## src/hdl/coordinate_keyed_hash_map_macros.svh

```systemverilog
// assertion macros for the coordinate keyed hash map
`ifndef COORDINATE_KEYED_HASH_MAP_MACROS_SVH
`define COORDINATE_KEYED_HASH_MAP_MACROS_SVH

// same-cycle implication
`define CKHM_ASSERT_IMP(lbl, clk, rstn, ante, cons, msg) \
  lbl: assert property (@(posedge clk) disable iff (!rstn) (ante) |-> (cons)) else $error(msg);

// next-cycle implication
`define CKHM_ASSERT_NXT(lbl, clk, rstn, ante, cons, msg) \
  lbl: assert property (@(posedge clk) disable iff (!rstn) (ante) |=> (cons)) else $error(msg);

`endif

```

## src/hdl/ckhm_pkg.sv

```systemverilog
// ----------------------------------------------------------------------------
// ckhm_pkg
// shared types and constants of the coordinate keyed hash map
// ----------------------------------------------------------------------------
package ckhm_pkg;

  localparam logic [1:0] ACT_INSERT = 2'd0;
  localparam logic [1:0] ACT_LOOKUP = 2'd1;
  localparam logic [1:0] ACT_REMOVE = 2'd2;

  localparam logic [63:0] FNV_BASIS = 64'hcbf29ce484222325;

  typedef enum logic [3:0] {
    S_CLEAR,
    S_IDLE,
    S_HASH,
    S_HEAD,
    S_WLOAD,
    S_WCHK,
    S_WRD,
    S_WCMP,
    S_DECIDE,
    S_SCAN_RD,
    S_SCAN_CHK,
    S_NEW,
    S_LINK,
    S_DONE
  } ctrl_state_e;

  typedef enum logic [2:0] {
    H_IDLE,
    H_MIX_X,
    H_MIX_Y,
    H_MOD,
    H_RED,
    H_DONE
  } hash_state_e;

  // one fnv step: xor in the sign-extended coordinate, multiply by 2^40 + 0x1b3
  function automatic logic [63:0] fnv_mix(input logic [63:0] h, input logic [31:0] k);
    logic [63:0] x;
    x = h ^ {{32{k[31]}}, k};
    return (x << 40) + (x << 8) + (x << 7) + (x << 5) + (x << 4) + (x << 1) + x;
  endfunction

endpackage

```

## src/hdl/ckhm_hash.sv

```systemverilog
// ----------------------------------------------------------------------------
// ckhm_hash
// 64-bit fnv mix of the key pair; bucket = low bits if BUCKETS is 2^n, else
// a remainder taken 16 bits at a time by reciprocal multiply, one correction
// ----------------------------------------------------------------------------
module ckhm_hash #(
  parameter int BUCKETS = 64
) (
  input  logic                        clk_i,
  input  logic                        rst_ni,
  input  logic                        go_i,
  input  logic [31:0]                 key_x_i,
  input  logic [31:0]                 key_y_i,
  output logic                        done_o,
  output logic [$clog2(BUCKETS)-1:0]  bucket_o
);

  localparam int          BW    = $clog2(BUCKETS);
  localparam bit          POW2  = (BUCKETS & (BUCKETS - 1)) == 0;
  localparam int          SH    = 32 + BW;
  localparam logic [32:0] RECIP = 33'((64'd1 << SH) / 64'(BUCKETS));

  ckhm_pkg::hash_state_e state_q, state_d;

  logic [63:0]   h_q, h_d;
  logic [31:0]   ky_q, ky_d;
  logic [31:0]   kx_q, kx_d;
  logic [BW-1:0] rem_q, rem_d;
  logic [15:0]   quo_q, quo_d;
  logic [1:0]    dig_q, dig_d;
  logic [31:0]   part;
  logic [64:0]   prod;
  logic [32:0]   diff;
  logic [16:0]   diff_lo;

  always_comb begin
    state_d = state_q;
    case (state_q)
      ckhm_pkg::H_IDLE:  if (go_i) state_d = ckhm_pkg::H_MIX_X;
      ckhm_pkg::H_MIX_X: state_d = ckhm_pkg::H_MIX_Y;
      ckhm_pkg::H_MIX_Y: state_d = POW2 ? ckhm_pkg::H_DONE : ckhm_pkg::H_MOD;
      ckhm_pkg::H_MOD:   state_d = ckhm_pkg::H_RED;
      ckhm_pkg::H_RED:   state_d = (dig_q == 2'd3) ? ckhm_pkg::H_DONE : ckhm_pkg::H_MOD;
      ckhm_pkg::H_DONE:  state_d = ckhm_pkg::H_IDLE;
      default:           state_d = ckhm_pkg::H_IDLE;
    endcase
  end

  // remainder digit: (rem * 2^16 + next 16 hash bits) mod BUCKETS
  always_comb begin
    part    = {16'(rem_q), h_q[63:48]};
    prod    = 65'(part) * 65'(RECIP);
    diff    = {1'b0, part} - 33'(quo_q) * 33'(BUCKETS);
    diff_lo = diff[16:0];
  end

  always_comb begin
    h_d   = h_q;
    kx_d  = kx_q;
    ky_d  = ky_q;
    rem_d = rem_q;
    quo_d = quo_q;
    dig_d = dig_q;
    case (state_q)
      ckhm_pkg::H_IDLE: begin
        if (go_i) begin
          h_d  = ckhm_pkg::FNV_BASIS;
          kx_d = key_x_i;
          ky_d = key_y_i;
        end
      end
      ckhm_pkg::H_MIX_X: h_d = ckhm_pkg::fnv_mix(h_q, kx_q);
      ckhm_pkg::H_MIX_Y: begin
        h_d   = ckhm_pkg::fnv_mix(h_q, ky_q);
        rem_d = '0;
        dig_d = '0;
      end
      ckhm_pkg::H_MOD: quo_d = prod[SH+15:SH];
      ckhm_pkg::H_RED: begin
        rem_d = (diff_lo >= 17'(BUCKETS)) ? BW'(diff_lo - 17'(BUCKETS)) : BW'(diff_lo);
        h_d   = {h_q[47:0], 16'h0000};
        dig_d = dig_q + 2'd1;
      end
      default: ;
    endcase
  end

  assign done_o   = (state_q == ckhm_pkg::H_DONE);
  assign bucket_o = POW2 ? h_q[BW-1:0] : rem_q;

  always_ff @(posedge clk_i or negedge rst_ni) begin
    if (!rst_ni) begin
      state_q <= ckhm_pkg::H_IDLE;
      dig_q   <= '0;
    end else begin
      state_q <= state_d;
      dig_q   <= dig_d;
    end
  end

  always_ff @(posedge clk_i) begin
    h_q   <= h_d;
    kx_q  <= kx_d;
    ky_q  <= ky_d;
    rem_q <= rem_d;
    quo_q <= quo_d;
  end

endmodule

```

## config.mk

```make
export PLATFORM = sky130hd
export DESIGN_NAME = ckhm_hash
export DESIGN_NICKNAME = d
export VERILOG_FILES = /design/src/hdl/coordinate_keyed_hash_map_macros.svh /design/src/hdl/ckhm_pkg.sv /design/src/hdl/ckhm_hash.sv
export SDC_FILE = /design/constraint.sdc
export NUM_CORES = 1
export LEC_CHECK = 0
export ABC_AREA = 1
export BUFFER_PORTS_ARGS = -buffer_cell sky130_fd_sc_hd__buf_2
export CAP_MARGIN = 30
export CORE_ASPECT_RATIO = 0.5
export CORE_UTILIZATION = 46
export DETAILED_ROUTE_END_ITERATION = 10
export PLACE_DENSITY = 0.85
export SLEW_MARGIN = 20
export SYNTH_ARGS = -nofsm -noshare
export SYNTH_HDL_FRONTEND = slang
export SYNTH_SLANG_ARGS = --single-unit
export TNS_END_PERCENT = 10
```

## constraint.sdc

```tcl
create_clock -name clk_i -period 3.8 [get_ports clk_i]
set_clock_uncertainty 0.15 [all_clocks]
set_input_delay 0.57 -clock clk_i [delete_from_list [all_inputs] [get_ports clk_i]]
set_output_delay 0.57 -clock clk_i [all_outputs]
set_load 0.02 [all_outputs]
```

==> impl_metrics.toml <==
[power]
p_seq_share_pct = 24.8
p_sw_share_pct = 48.63
p_clk_share_pct = 8.0
power.density_nw_per_um2 = 1139
p_leak_uw = 0.0008350
switchingPower_uw = 949.6
ir_drop_uv = 459.3
power_uw = 1953
p_comb_share_pct = 67.1
cell_internal_pwr_uw = 1003

[route]
postRouteAntennaNets = 0
first_pass_iters = 4
drtIter0Drc = 25
vias_per_cell = 5.005
drt_wl_total_um = 2727
num_vias = 1086
drcViolationCount = 0
wl_per_cell_um = 12.57

[global_routing]
grt_pass1_vias = 1122
grt_max_degree = 15
grt_overflow = 0
antenna_found_initial = 0
grt_first_pass_wirelength_um = 4788
grt_use_total_pct = 19.03

[critical_path]
critPathKind = "reg -> reg"
r2r_slack_ps = 640
cp_max_fo = 3
crit_path_start_kind = "flop"
crit_path_end_kind = "flop"
slowest_delay_ps = 490
crit_path_top_delay_cell = "fa_1"
crit_buf_inv = 0
worstPathArrival_ps = 3030
cp.required_ps = 3670
cp_top_family = "adder cells"
crit_top_cell = "nand2_1"
path_cells = "xor2_1 -> fa_1 -> ha_1 -> ha_1 -> ha_1 -> nand3b_1 -> nand2_1 -> nand2_1 -> nand2_1 -> nand2_1 -> nand3_1 -> nand3_1"

[synthesis]
yosys_warnings = 0
synth_top_cells_by_area = "edfxtp_1 (36%), ha_1 (16%), nand2_1 (10%), dfrtp_1 (8.4%), xor2_1 (6.5%)"
syn_nets = 238
yosys.area.top_type = "edfxtp_1"
synth_cells = 150
synth_top_cell_area_share_pct = 36.21
ys_ff_latch = 23
syn-cell-area_sq_um = 1493
seq_area_frac_synth_pct = 44.59
ys_types = 22
avgSynthCellArea_sq_um = 9.951

[sta]
period_share_pct = 83.16
setup_tns_ps = 0
timing.hold.ws_ps = 321.3
hold_violations = 0
worst_pin_slew_ps = 787.2
slew_headroom_pct = 47.52
setup_viol = 0
maxSlewViolCount = 0
min_period_ps = 3160
rsz0062_at_grt = "no"
fmax_mhz = 316.4

[layout]
syn2layout_area_growth_pct = 14.84
final_cells = 217
diodes = 0
final_cell_area_sq_um = 1714
drive_gt1_share_pct = 20.90
nets = 266

[place]
place_inst = 212
dp_hpwl_um = 2138
portBuffers = 21
place_area_sq_um = 1655
gp_congestion = 0.8149

[die]
die_w_um = 82.56
die_h_um = 42.28
rows = 14
ioPinCount = 74
initial_utilization_pct = 48.97
core-area_sq_um = 3048
die-area_sq_um = 3491

[clock_network]
path_clk_slew_ps = 90
cts.path.max_buffers = 2
cts_resized = 0
clk_latency_ps = 270
clkSinkCount = 23
cts_tree = "yes"
cts-root-buf = "clkbuf_8"
cts_max_level = 1
numCtsBuffers = 3

[run_status]
status = "complete, no violations"

[run]
drv_cap = 0

[hold_path]
hold_class = "in -> reg"
==> cell type report <==
class / count / area (sq um)
Clock buffer: 3 / 41.29
Clock inverter: 1 / 7.507
Fill cell: 277 / 1334
Inverter: 20 / 75.07
Multi-Input combinational cell: 107 / 752.0
Sequential cell: 23 / 665.6
Tap cell: 40 / 50.05
Timing Repair Buffer: 23 / 122.6
==> timing repair <==
item	4_1_cts	5_1_grt
buffers inserted	0	0
hold endpoints to repair	5	0
hold buffers	1	0
==> cells by family after synthesis <==
kind of cell               Yosys count  synth area share [%]
and+or+nand+nor                     62                 18.94
DFF                                 23                 44.59
adders and majority gates           21                 18.61
buffers and inverters               20                 5.029
xor gates and xnor gates            14                 8.718
AOI/OAI and AO/OA                   10                 4.107
==> worst register-to-register path, cell delays in order (launching register included) <==
cell	delay [ps]
edfxtp_1	440
xor2_1	400
fa_1	490
ha_1	300
ha_1	310
ha_1	220
nand3b_1	180
nand2_1	90
nand2_1	60
nand2_1	60
nand2_1	50
nand3_1	80
nand3_1	80
==> per-layer routing <==
metal | part of all wire (%) | up-vias | track usage [%]
met3 | 3.9 | 5 | 4.130
met1 | 43 | 508 | 22.03
met5 | 0 | - | 0
met4 | 1.3 | 0 | 5.517
met2 | 52 | 23 | 35.21
li1 | - | 550 | -
==> placed cells by master, fill, tap and decap left out <==
cell type and instances:
clkinvlp_4 1, nand3_1 12, xnor2_1 2, nor2_2 2
inv_2 4, nor3_1 1, nand3b_1 1, dfrtp_1 5
xor2_2 1, nand2_2 2, nor2_4 1, edfxtp_1 18
nand2_1 40, a21oi_1 2, inv_1 16, nor2_1 2
buf_2 21, nor3_4 1, fa_1 2, buf_4 1
a22o_1 3, dlygate4sd3_1 1, xor2_1 11, o21ai_0 2
clkbuf_8 3, ha_1 19, o21ai_1 3
==> Yosys cell counts (all sizes together) <==
master / instances
a21oi: 2
dfrtp: 5
nand3b: 1
o21ai: 5
a22o: 3
xor2: 12
inv: 20
nand2: 42
nand3: 12
xnor2: 2
nor3: 2
edfxtp: 18
ha: 19
fa: 2
nor2: 5
==> final timing paths <==
path,from,endpoint,cells past startpoint
max reg2reg,h_q[0]$_DFFE_PP_,h_q[5]$_DFFE_PP_,12
min in group asynchronous,rst_ni,state_q[1]$_DFFE_PN0P_,2
max,h_q[0]$_DFFE_PP_,h_q[5]$_DFFE_PP_,12
max in group asynchronous,rst_ni,dig_q[1]$_DFFE_PN0N_,2
min reg2reg,dig_q[0]$_DFFE_PN0N_,dig_q[0]$_DFFE_PN0N_,1
min,key_y_i[2],ky_q[2]$_DFFE_PP_,1
==> metrics by stage <==
step	util, %	setup slack, ps
detailed placement	54.31	661.9
finish	56.24	639.8
global route	56.24	511.0
CTS	56.24	641.3
floorplan	-	852.2
global placement	54.31	737.4
==> power groups by stage <==
stage | logic, uW | clock network [uW] | registers [uW]
floorplan | 926 | 0 | 518
global placement | 1170 | 0 | 485
detailed placement | 1240 | 0 | 491
CTS | 1310 | 158 | 484
global route | 1500 | 168 | 496
finish | 1310 | 157 | 485
==> flip-flops by register name, summed over array words and instances, names as in the netlist <==
register / flops
h_q: 6
kx_q: 6
ky_q: 6
state_q: 3
dig_q: 2
No activity file was read; power rests on OpenSTA's default activity.
